--- config.mk ---
export PLATFORM = sky130hd
export DESIGN_NAME = multi_servo_pulse_sequencer
export DESIGN_NICKNAME = d
export VERILOG_FILES = /design/src/msps_pkg.sv /design/src/multi_servo_pulse_sequencer.sv /design/src/msps_front.sv /design/src/msps_queue.sv /design/src/msps_back.sv
export SDC_FILE = /design/constraint.sdc
export NUM_CORES = 1
export LEC_CHECK = 0
export BUFFER_PORTS_ARGS = -buffer_cell sky130_fd_sc_hd__buf_2
export CAP_MARGIN = 30
export CORE_UTILIZATION = 34
export CTS_BUF_LIST = sky130_fd_sc_hd__clkbuf_8
export DETAILED_ROUTE_END_ITERATION = 12
export GPL_ROUTABILITY_DRIVEN = 0
export GPL_TIMING_DRIVEN = 0
export PLACE_DENSITY = 0.54
export SETUP_SLACK_MARGIN = 0.5
export SYNTH_ARGS = -nofsm -noshare
export SYNTH_HDL_FRONTEND = slang
export SYNTH_HIERARCHICAL = 1
export SYNTH_SLANG_ARGS = --single-unit
--- constraint.sdc ---
create_clock -name i_clk -period 5.32 [get_ports i_clk]
set_input_delay 0.532 -clock i_clk [delete_from_list [all_inputs] [get_ports i_clk]]
set_output_delay 0.532 -clock i_clk [all_outputs]
set_load 0.005 [all_outputs]
--- src/msps_pkg.sv ---
// Shared types and constants for the multi-servo pulse sequencer.
// No dependencies; imported by every module of the block.
package msps_pkg;

    localparam int CH_W       = 4;
    localparam int US_W       = 14;
    localparam int TICK_W     = 16;
    localparam int TRIM_W     = 8;
    localparam int CFG_IDX_W  = 3;
    localparam int CFG_DATA_W = 16;

    localparam logic [TICK_W-1:0] TICK_MAX = 16'hFFFF;

    localparam logic [CFG_IDX_W-1:0] CFG_MIN_PULSE     = 3'd0;
    localparam logic [CFG_IDX_W-1:0] CFG_MAX_PULSE     = 3'd1;
    localparam logic [CFG_IDX_W-1:0] CFG_DEFAULT_PULSE = 3'd2;
    localparam logic [CFG_IDX_W-1:0] CFG_REFRESH       = 3'd3;
    localparam logic [CFG_IDX_W-1:0] CFG_TRIM          = 3'd4;

    typedef enum logic [1:0] {
        OP_TICK      = 2'd0,
        OP_SET_WIDTH = 2'd1,
        OP_OPEN      = 2'd2,
        OP_CLOSE     = 2'd3
    } t_op;

    typedef enum logic [1:0] {
        ST_OK           = 2'd0,
        ST_NOT_AFFECTED = 2'd1,
        ST_REJECTED     = 2'd2
    } t_status;

    typedef struct packed {
        logic [US_W-1:0]   min_pulse_us;
        logic [US_W-1:0]   max_pulse_us;
        logic [US_W-1:0]   default_pulse_us;
        logic [TICK_W-1:0] refresh_ticks;
        logic [TRIM_W-1:0] trim_ticks;
    } t_cfg;

    // Classified command handed from front to back
    typedef struct packed {
        t_op               op;
        logic [CH_W-1:0]   ch;
        logic              ch_ok;
        logic              width_ok;
        logic [TICK_W-1:0] width;
    } t_cmd;

endpackage

--- src/multi_servo_pulse_sequencer.sv ---
// Multi-servo pulse sequencer: one item in and one result out per cycle, sustained while
// the output is not stalled. Accepted items pass the queue, then the result register. The
// back end executes one queued command per clock unless the output stalls; the two-entry
// queue absorbs output stalls. Synchronous active-low reset clears counters, channel state
// and queue; channel widths are undefined until the first open loads the default.
// Depends on msps_pkg, msps_front, msps_queue, msps_back.
module multi_servo_pulse_sequencer
    import msps_pkg::*;
#(
    parameter int MAX_CHANNELS          = 12,
    parameter int TICKS_PER_MICROSECOND = 2
) (
    input  logic                    i_clk,
    input  logic                    i_rst_n,
    input  logic                    i_in_valid,
    output logic                    o_in_stall,
    input  logic [1:0]              i_operation,
    input  logic [CH_W-1:0]         i_channel,
    input  logic [US_W-1:0]         i_pulse_width_us,
    output logic                    o_out_valid,
    input  logic                    i_out_stall,
    output logic [MAX_CHANNELS-1:0] o_servo_pins,
    output logic [1:0]              o_status,
    output logic [CH_W-1:0]         o_assigned_channel,
    input  logic                    i_cfg_valid,
    output logic                    o_cfg_ready,
    input  logic [CFG_IDX_W-1:0]    i_cfg_index,
    input  logic [CFG_DATA_W-1:0]   i_cfg_data
);

    t_cfg r_cfg;
    t_cmd front_cmd;
    t_cmd q_cmd;
    logic q_full;
    logic q_valid;
    logic q_pop;
    logic push;

    assign o_cfg_ready = 1'b1;
    assign o_in_stall  = q_full;
    assign push        = i_in_valid && !q_full;

    always_ff @(posedge i_clk) begin
        if (!i_rst_n) begin
            r_cfg.min_pulse_us     <= US_W'(1000);
            r_cfg.max_pulse_us     <= US_W'(2000);
            r_cfg.default_pulse_us <= US_W'(1500);
            r_cfg.refresh_ticks    <= TICK_W'(40000);
            r_cfg.trim_ticks       <= TRIM_W'(4);
        end else if (i_cfg_valid && o_cfg_ready) begin
            unique case (i_cfg_index)
                CFG_MIN_PULSE:     r_cfg.min_pulse_us     <= i_cfg_data[US_W-1:0];
                CFG_MAX_PULSE:     r_cfg.max_pulse_us     <= i_cfg_data[US_W-1:0];
                CFG_DEFAULT_PULSE: r_cfg.default_pulse_us <= i_cfg_data[US_W-1:0];
                CFG_REFRESH:       r_cfg.refresh_ticks    <= i_cfg_data[TICK_W-1:0];
                CFG_TRIM:          r_cfg.trim_ticks       <= i_cfg_data[TRIM_W-1:0];
                default: ;
            endcase
        end
    end

    msps_front #(
        .MAX_CHANNELS          (MAX_CHANNELS),
        .TICKS_PER_MICROSECOND (TICKS_PER_MICROSECOND)
    ) u_front (
        .i_operation      (i_operation),
        .i_channel        (i_channel),
        .i_pulse_width_us (i_pulse_width_us),
        .i_cfg            (r_cfg),
        .o_cmd            (front_cmd)
    );

    msps_queue u_queue (
        .i_clk   (i_clk),
        .i_rst_n (i_rst_n),
        .i_push  (push),
        .i_cmd   (front_cmd),
        .o_full  (q_full),
        .i_pop   (q_pop),
        .o_valid (q_valid),
        .o_cmd   (q_cmd)
    );

    msps_back #(
        .MAX_CHANNELS (MAX_CHANNELS)
    ) u_back (
        .i_clk              (i_clk),
        .i_rst_n            (i_rst_n),
        .i_cfg              (r_cfg),
        .i_cmd_valid        (q_valid),
        .i_cmd              (q_cmd),
        .o_cmd_pop          (q_pop),
        .o_out_valid        (o_out_valid),
        .i_out_stall        (i_out_stall),
        .o_servo_pins       (o_servo_pins),
        .o_status           (o_status),
        .o_assigned_channel (o_assigned_channel)
    );

endmodule

--- src/msps_front.sv ---
// Front end: decodes an incoming item, range-checks it and scales widths to ticks.
// Depends on msps_pkg.
module msps_front
    import msps_pkg::*;
#(
    parameter int MAX_CHANNELS          = 12,
    parameter int TICKS_PER_MICROSECOND = 2
) (
    input  logic [1:0]      i_operation,
    input  logic [CH_W-1:0] i_channel,
    input  logic [US_W-1:0] i_pulse_width_us,
    input  t_cfg            i_cfg,
    output t_cmd            o_cmd
);

    localparam int TPU_W  = $clog2(TICKS_PER_MICROSECOND + 1);
    localparam int PROD_W = US_W + TPU_W;
    localparam int EXT_W  = (PROD_W > TICK_W) ? PROD_W : TICK_W;

    t_op               op;
    logic [US_W-1:0]   src_us;
    logic [PROD_W-1:0] prod;
    logic [EXT_W-1:0]  prod_ext;

    assign op       = t_op'(i_operation);
    // open carries the scaled default width for the start-up load
    assign src_us   = (op == OP_OPEN) ? i_cfg.default_pulse_us : i_pulse_width_us;
    assign prod     = PROD_W'(src_us) * PROD_W'(TICKS_PER_MICROSECOND);
    assign prod_ext = EXT_W'(prod);

    always_comb begin
        o_cmd.op       = op;
        o_cmd.ch       = i_channel;
        o_cmd.ch_ok    = {1'b0, i_channel} < (CH_W + 1)'(MAX_CHANNELS);
        o_cmd.width_ok = (i_pulse_width_us >= i_cfg.min_pulse_us) &&
                         (i_pulse_width_us <= i_cfg.max_pulse_us);
        o_cmd.width    = (prod_ext > EXT_W'(TICK_MAX)) ? TICK_MAX : prod_ext[TICK_W-1:0];
    end

endmodule

--- src/msps_queue.sv ---
// Two-entry command queue between front and back ends.
// Depends on msps_pkg.
module msps_queue
    import msps_pkg::*;
(
    input  logic i_clk,
    input  logic i_rst_n,
    input  logic i_push,
    input  t_cmd i_cmd,
    output logic o_full,
    input  logic i_pop,
    output logic o_valid,
    output t_cmd o_cmd
);

    localparam int DEPTH = 2;
    localparam int PTR_W = $clog2(DEPTH);

    t_cmd             r_mem [DEPTH];
    logic [PTR_W-1:0] r_wr_ptr, r_rd_ptr;
    logic [PTR_W:0]   r_count;

    assign o_full  = (r_count == (PTR_W + 1)'(DEPTH));
    assign o_valid = (r_count != '0);
    assign o_cmd   = r_mem[r_rd_ptr];

    always_ff @(posedge i_clk) begin
        if (i_push) begin
            r_mem[r_wr_ptr] <= i_cmd;
        end
    end

    always_ff @(posedge i_clk) begin
        if (!i_rst_n) begin
            r_wr_ptr <= '0;
            r_rd_ptr <= '0;
            r_count  <= '0;
        end else begin
            if (i_push) begin
                r_wr_ptr <= r_wr_ptr + PTR_W'(1);
            end
            if (i_pop) begin
                r_rd_ptr <= r_rd_ptr + PTR_W'(1);
            end
            case ({i_push, i_pop})
                2'b10:   r_count <= r_count + (PTR_W + 1)'(1);
                2'b01:   r_count <= r_count - (PTR_W + 1)'(1);
                default: r_count <= r_count;
            endcase
        end
    end

endmodule

--- src/msps_back.sv ---
// Back end: channel table, tick counter and pulse sequencer; one command per cycle unless the output is stalled.
// Depends on msps_pkg.
module msps_back
    import msps_pkg::*;
#(
    parameter int MAX_CHANNELS = 12
) (
    input  logic                    i_clk,
    input  logic                    i_rst_n,
    input  t_cfg                    i_cfg,
    input  logic                    i_cmd_valid,
    input  t_cmd                    i_cmd,
    output logic                    o_cmd_pop,
    output logic                    o_out_valid,
    input  logic                    i_out_stall,
    output logic [MAX_CHANNELS-1:0] o_servo_pins,
    output logic [1:0]              o_status,
    output logic [CH_W-1:0]         o_assigned_channel
);

    localparam int IDX_W = (MAX_CHANNELS > 1) ? $clog2(MAX_CHANNELS) : 1;
    localparam int CNT_W = $clog2(MAX_CHANNELS + 1);

    // sequencer and channel state
    logic [TICK_W-1:0]       r_counter, n_counter;
    logic [TICK_W-1:0]       r_compare, n_compare;
    logic                    r_refreshing, n_refreshing;
    logic [CH_W-1:0]         r_cur, n_cur;
    logic [MAX_CHANNELS-1:0] r_open, n_open;
    logic [CNT_W-1:0]        r_alloc, n_alloc;
    logic [CNT_W-1:0]        r_open_cnt, n_open_cnt;
    logic                    r_running, n_running;
    logic [MAX_CHANNELS-1:0] r_pins, n_pins;
    logic [TICK_W-1:0]       r_width [MAX_CHANNELS];

    logic                    r_out_valid, n_out_valid;
    t_status                 r_out_status, n_out_status;
    logic [CH_W-1:0]         r_out_assigned, n_out_assigned;

    // width table write controls
    logic                    w_load_all;
    logic                    w_we;
    logic [IDX_W-1:0]        w_idx;

    logic                    fire;
    logic [MAX_CHANNELS-1:0] elig;
    logic                    found;
    logic [IDX_W-1:0]        next_idx;
    logic [TICK_W-1:0]       base;
    logic [TICK_W-1:0]       next_cmp;
    logic [TICK_W-1:0]       frame_cmp;
    logic [TICK_W-1:0]       cnt_inc;
    logic [IDX_W-1:0]        ch_idx;
    logic [IDX_W-1:0]        cur_idx;
    logic [IDX_W-1:0]        alloc_idx;
    logic                    close_hit;
    logic [CNT_W-1:0]        open_dec;

    assign fire      = i_cmd_valid && (!r_out_valid || !i_out_stall);
    assign o_cmd_pop = fire;

    assign ch_idx    = i_cmd.ch[IDX_W-1:0];
    assign cur_idx   = r_cur[IDX_W-1:0];
    assign alloc_idx = r_alloc[IDX_W-1:0];
    assign cnt_inc   = r_counter + TICK_W'(1);

    // next channel to pulse: after the current one while refreshing, else from slot zero
    always_comb begin
        for (int i = 0; i < MAX_CHANNELS; i++) begin
            elig[i] = r_open[i] &&
                      (!r_refreshing || ((CH_W + 1)'(i) > {1'b0, r_cur}));
        end
        found    = 1'b0;
        next_idx = '0;
        for (int i = MAX_CHANNELS - 1; i >= 0; i--) begin
            if (elig[i]) begin
                found    = 1'b1;
                next_idx = IDX_W'(i);
            end
        end
    end

    // on a match the counter equals compare while refreshing, else it restarts at zero
    assign base      = r_refreshing ? r_compare : '0;
    assign next_cmp  = base + r_width[next_idx];
    assign frame_cmp = (base > i_cfg.refresh_ticks) ? TICK_W'(i_cfg.trim_ticks) :
                       i_cfg.refresh_ticks + TICK_W'(i_cfg.trim_ticks);
    assign close_hit = i_cmd.ch_ok && r_open[ch_idx];
    assign open_dec  = (r_open_cnt != '0) ? r_open_cnt - CNT_W'(1) : r_open_cnt;

    always_comb begin
        n_counter      = r_counter;
        n_compare      = r_compare;
        n_refreshing   = r_refreshing;
        n_cur          = r_cur;
        n_open         = r_open;
        n_alloc        = r_alloc;
        n_open_cnt     = r_open_cnt;
        n_running      = r_running;
        n_pins         = r_pins;
        n_out_status   = r_out_status;
        n_out_assigned = r_out_assigned;
        n_out_valid    = r_out_valid && i_out_stall;
        w_load_all     = 1'b0;
        w_we           = 1'b0;
        w_idx          = ch_idx;

        if (fire) begin
            n_out_valid    = 1'b1;
            n_out_status   = ST_OK;
            n_out_assigned = '0;
            unique case (i_cmd.op)
                OP_TICK: begin
                    if (r_running) begin
                        n_counter = cnt_inc;
                        if (cnt_inc == r_compare) begin
                            if (r_refreshing) begin
                                n_pins[cur_idx] = 1'b0;
                            end else begin
                                n_counter = '0;
                                n_cur     = '0;
                            end
                            n_refreshing = found;
                            if (found) begin
                                n_cur            = CH_W'(next_idx);
                                n_pins[next_idx] = 1'b1;
                                n_compare        = next_cmp;
                            end else begin
                                n_compare = frame_cmp;
                            end
                        end
                    end
                end
                OP_SET_WIDTH: begin
                    if (i_cmd.ch_ok && i_cmd.width_ok) begin
                        w_we = 1'b1;
                    end else begin
                        n_out_status = ST_REJECTED;
                    end
                end
                OP_OPEN: begin
                    if (r_alloc >= CNT_W'(MAX_CHANNELS)) begin
                        n_out_status = ST_REJECTED;
                    end else begin
                        if (!r_running) begin
                            n_open       = '0;
                            w_load_all   = 1'b1;
                            n_refreshing = 1'b0;
                            n_cur        = '0;
                            n_compare    = i_cfg.refresh_ticks;
                            n_counter    = '0;
                            n_pins       = '0;
                            n_running    = 1'b1;
                        end
                        n_open[alloc_idx] = 1'b1;
                        n_out_assigned    = CH_W'(r_alloc);
                        n_alloc           = r_alloc + CNT_W'(1);
                        n_open_cnt        = r_open_cnt + CNT_W'(1);
                    end
                end
                OP_CLOSE: begin
                    if (close_hit) begin
                        n_open[ch_idx] = 1'b0;
                        n_pins[ch_idx] = 1'b0;
                        n_open_cnt     = open_dec;
                        if (open_dec == '0) begin
                            n_running = 1'b0;
                        end
                    end else begin
                        n_out_status = ST_NOT_AFFECTED;
                    end
                end
            endcase
        end
    end

    always_ff @(posedge i_clk) begin
        if (w_load_all) begin
            for (int i = 0; i < MAX_CHANNELS; i++) begin
                r_width[i] <= i_cmd.width;
            end
        end else if (w_we) begin
            r_width[w_idx] <= i_cmd.width;
        end
    end

    always_ff @(posedge i_clk) begin
        if (!i_rst_n) begin
            r_counter    <= '0;
            r_compare    <= '0;
            r_refreshing <= 1'b0;
            r_cur        <= '0;
            r_open       <= '0;
            r_alloc      <= '0;
            r_open_cnt   <= '0;
            r_running    <= 1'b0;
            r_pins       <= '0;
            r_out_valid  <= 1'b0;
        end else begin
            r_counter    <= n_counter;
            r_compare    <= n_compare;
            r_refreshing <= n_refreshing;
            r_cur        <= n_cur;
            r_open       <= n_open;
            r_alloc      <= n_alloc;
            r_open_cnt   <= n_open_cnt;
            r_running    <= n_running;
            r_pins       <= n_pins;
            r_out_valid  <= n_out_valid;
        end
    end

    always_ff @(posedge i_clk) begin
        r_out_status   <= n_out_status;
        r_out_assigned <= n_out_assigned;
    end

    // pin state changes only when a result is loaded, so it doubles as the result field
    assign o_out_valid        = r_out_valid;
    assign o_servo_pins       = r_pins;
    assign o_status           = r_out_status;
    assign o_assigned_channel = r_out_assigned;

`ifndef SYNTHESIS
    a_pin_only_open: assert property (@(posedge i_clk) disable iff (!i_rst_n)
        (r_pins & ~r_open) == '0)
        else $error("pin high on a channel that is not open");

    a_one_pulse: assert property (@(posedge i_clk) disable iff (!i_rst_n)
        $onehot0(r_pins))
        else $error("more than one servo pulse active");

    a_open_cnt: assert property (@(posedge i_clk) disable iff (!i_rst_n)
        r_open_cnt <= r_alloc)
        else $error("open count exceeds allocated count");

    a_stopped_empty: assert property (@(posedge i_clk) disable iff (!i_rst_n)
        !r_running |-> (r_open_cnt == '0))
        else $error("counter stopped with channels still open");

    a_start_clean: assert property (@(posedge i_clk) disable iff (!i_rst_n)
        $rose(r_running) |-> (r_counter == '0 && r_pins == '0 && !r_refreshing))
        else $error("sequencer started from a dirty state");
`endif

endmodule

==> reports/metrics.cfg <==
[status]
outcome = finished clean

[min_path]
holdPathStages = 1
hold_class = in -> reg
hold_start = i_channel[1]
hold_path_end = u_queue/r_mem[0][19]

[critical_path]
r2r-start = u_back/cur_idx[1]
reg2reg_depth = 20
path_cells = buf_6, buf_4, buf_4, a2111oi_2, o32ai_4, nand3_1, buf_2, clkbuf_4, o22ai_2, nor2_4, ha_4, a211oi_4, o21ai_1, nor3b_4, o211ai_1, a31oi_2, nor3b_1, mux2_2, nor3_2, o221ai_1
crit_top_cell = buf_4
critPathTopFamily = compound AO/OA/AOI/OAI gates
cp_max_fo = 10
r2r_slack_ps = 410
startpoint_type = register
cp.required_ps = 5840
r2r_end = u_back/r_compare[15]
crit_buf_inv = 5
max_stage_delay_ps = 390
crit_slowest_cell = a2111oi_2
worstPathArrival_ps = 5420
cp-end-kind = register
critPathKind = reg -> reg

[timing]
drv_slew = 0
min_period_ps = 4910
final_hold_viol_count = 0
fin_crit_sh_pct = 92.2
fin_hold_ws_ps = 75.8
max_freq_mhz = 204
worst_clock_skew_ps = 39.6
slew_headroom_pct = 30.8
tightestPinTransition_ps = 1040
rsz0062_at_grt = true
setup_viol = 0

[drt]
drt.antenna.violating_nets = 0
dr.pass1.iters = 5
highest_layer = met4
num_vias = 15700
drc_errors = 0
first_iter_violations = 1270
vias_per_cell = 5.37
drt-met1-wl_um = 26800
wirelength_um = 60900
met2_wirelength_um = 29400
wl_met3_um = 3450
wl_per_cell_um = 20.8

[cells_and_area]
fin_area_mm2 = 0.0235
fill_cells = 5546
drive_gt1_share_pct = 19.1
multi_input_area_mm2 = 0.00917
utilization_pct = 41.4
syn_to_final_growth_pct = 19.5
fin_nets = 2246
regArea_mm2 = 0.0102

[synthesis]
yosysSeqAreaShare_pct = 52.0
async_flop_share_pct = 0
synth_top_area_cell = edfxtp_1
syn_area_per_cell_um2 = 10.2
synth_cells = 1940
syn_area_mm2 = 0.0197
ys_types = 87
synth_edf_count = 246
synth_area_leaders = edfxtp_1 (38%), dfxtp_1 (14%), nand2_1 (6.3%)
yosys_register_bits = 388
yosys.area.top_type_share_pct = 37.5
ys.flop_type = edfxtp_1
yosysWarningCount = 6

[cts]
htreeDepth = 3
cts-buffers-inserted = 68
cts-root-buf = clkbuf_8
clkTransAtPathRegs_ps = 60
clock_sinks = 388
cts_tree = yes
clock_latency_ps = 650
cts-hold-fix-buffers = 0
cts.path.max_buffers = 3

[power]
peakVddDrop_v = 0.000164
p_leak_nw = 9.18
power.density_mw_per_mm2 = 354
finalPower_mw = 8.33

[floorplan]
core_area_mm2 = 0.0568
boundaryPins = 65
die_y_um = 243
core.rowCount = 87
fp.dieW_um = 243
initial_core_util_pct = 34.7
die_area_mm2 = 0.0589

[place]
dp_hpwl_um = 43500
placed_area_mm2 = 0.0212
io_buffers = 61

[grt]
grt_max_degree = 26
grt_usage_pct = 20.3
grt_antenna_before_repair = 2
grt_pass1_vias = 15200
grt_pass1_wl_um = 91400
grt_overflow = 0

[job]
max-cap-violations = 0

==> report_power, final <==
group	internal, mW	switching [mW]
registers	3.79	0.139
logic	0.592	1.20
clock network	1.35	1.26
total	5.73	2.60
==> routing by layer <==
| layer | vias up | global-route usage, % |
|---|---|---|
| li1 | 7355 | - |
| met1 | 7756 | 26.8 |
| met2 | 531 | 34.3 |
| met3 | 99 | 2.96 |
| met4 | 0 | 6.12 |
| met5 | - | 0 |
==> state kept, by name (all words and copies together) (netlist names), 12 cells and up, named ones only <==
register	cells
u_queue/r_mem	48
u_back/o_servo_pins	12
u_back/r_open	12
u_back/r_width	192
u_back/r_counter	16
r_cfg	66
u_back/r_compare	16
==> logic make-up (layout without fill, tap and decap cells) <==
logic type                 Yosys count  in the layout  synth area share [%]
buffers and inverters              181            416                  3.93
other                                2              4                0.0381
AOI/OAI and AO/OA                  379            379                  12.2
DFF                                388            388                  52.0
xor gates and xnor gates            51             51                  2.34
and+or+nand+nor                    732            732                  17.5
adders and majority gates           79             79                  5.10
muxes                              128            128                  6.98
==> worst max-delay path by stage <==
stage                      start              endpoint  slack [ps]  cells past startpoint
2_1_floorplan  u_back/cur_idx[1]  u_back/r_compare[14]         510                     25
5_1_grt        u_back/cur_idx[1]  u_back/r_compare[15]         310                     23
6_report       u_back/cur_idx[1]  u_back/r_compare[15]         410                     20
3_3_place_gp   u_back/cur_idx[0]  u_back/r_compare[15]        -870                     22
4_1_cts        u_back/cur_idx[1]  u_back/r_compare[14]         500                     25
3_5_place_dp   u_back/cur_idx[0]  u_back/r_compare[15]        -950                     22
==> final cells by class <==
type | count | share of cell area [%]
repair buffers | 112 | 3.52
multi-input cells | 1372 | 39.0
clock inverters | 48 | 1.03
diodes | 1 | 0.0106
plain buffers | 112 | 3.47
inverters | 69 | 1.10
clock buffers | 75 | 4.39
flip-flops and latches | 388 | 43.5
well taps | 756 | 4.02
==> repair_timing <==
| action | 4_1_cts | 5_1_grt |
|---|---|---|
| pin swaps | 28 | 36 |
| endpoints found under the hold margin | 0 | 0 |
| resized for setup | 136 | 67 |
| setup endpoints to repair | 15 | 4 |
| cloned | 0 | 1 |
| setup buffers | 15 | 21 |
==> worst reg2reg max path, delay by kind of cell, from the launching register on <==
kind	cells	cell delay (ps)
fa+ha+maj	1	250
simple gates	5	950
mux	1	310
buf+inv	5	1140
flops	1	310
compound gates	8	1800
==> cells in the mapped netlist, types with 8 or more instances <==
library cell / instances
a21oi_1: 104
nand2b_1: 18
a21o_1: 12
mux2_2: 44
nor2b_1: 63
xor2_1: 20
nor2_1: 117
edfxtp_1: 246
o21a_1: 13
buf_1: 8
o22ai_1: 27
and2_1: 20
buf_2: 21
nand2_1: 331
mux2i_1: 81
dfxtp_1: 142
o211ai_1: 8
a211oi_1: 9
and3_1: 36
nor3_1: 29
clkbuf_1: 67
nand4_1: 15
nand3_1: 60
inv_1: 69
ha_1: 77
xnor2_1: 30
buf_4: 12
a31oi_1: 42
o21ai_0: 85
==> layout by cell type, fill, tap and decap left out, types with 29 or more instances in the layout <==
cell / Yosys / layout
edfxtp_1: 246 / 246
buf_4: 12 / 49
xnor2_1: 30 / 29
mux2_2: 44 / 44
a31oi_1: 42 / 35
clkbuf_8: 0 / 79
and3_1: 36 / 33
o21ai_0: 85 / 66
nor2_1: 117 / 108
inv_1: 69 / 97
nand3_1: 60 / 59
dfxtp_1: 142 / 137
mux2i_1: 81 / 81
buf_2: 21 / 79
nand2_1: 331 / 328
ha_1: 77 / 73
clkbuf_1: 67 / 40
nor2b_1: 63 / 63
a21oi_1: 104 / 99
==> through the flow <==
stage | worst slack [ps] | cells | TNS, ps
CTS | 500 | 2910 | 0
detailed placement | -950 | 2772 | -4830
global placement | -871 | 2758 | -44200
global route | 312 | 2933 | 0
finish | 414 | 2933 | 0
floorplan | 511 | 1941 | 0
Note: power is estimated with default switching activity, not from simulation.
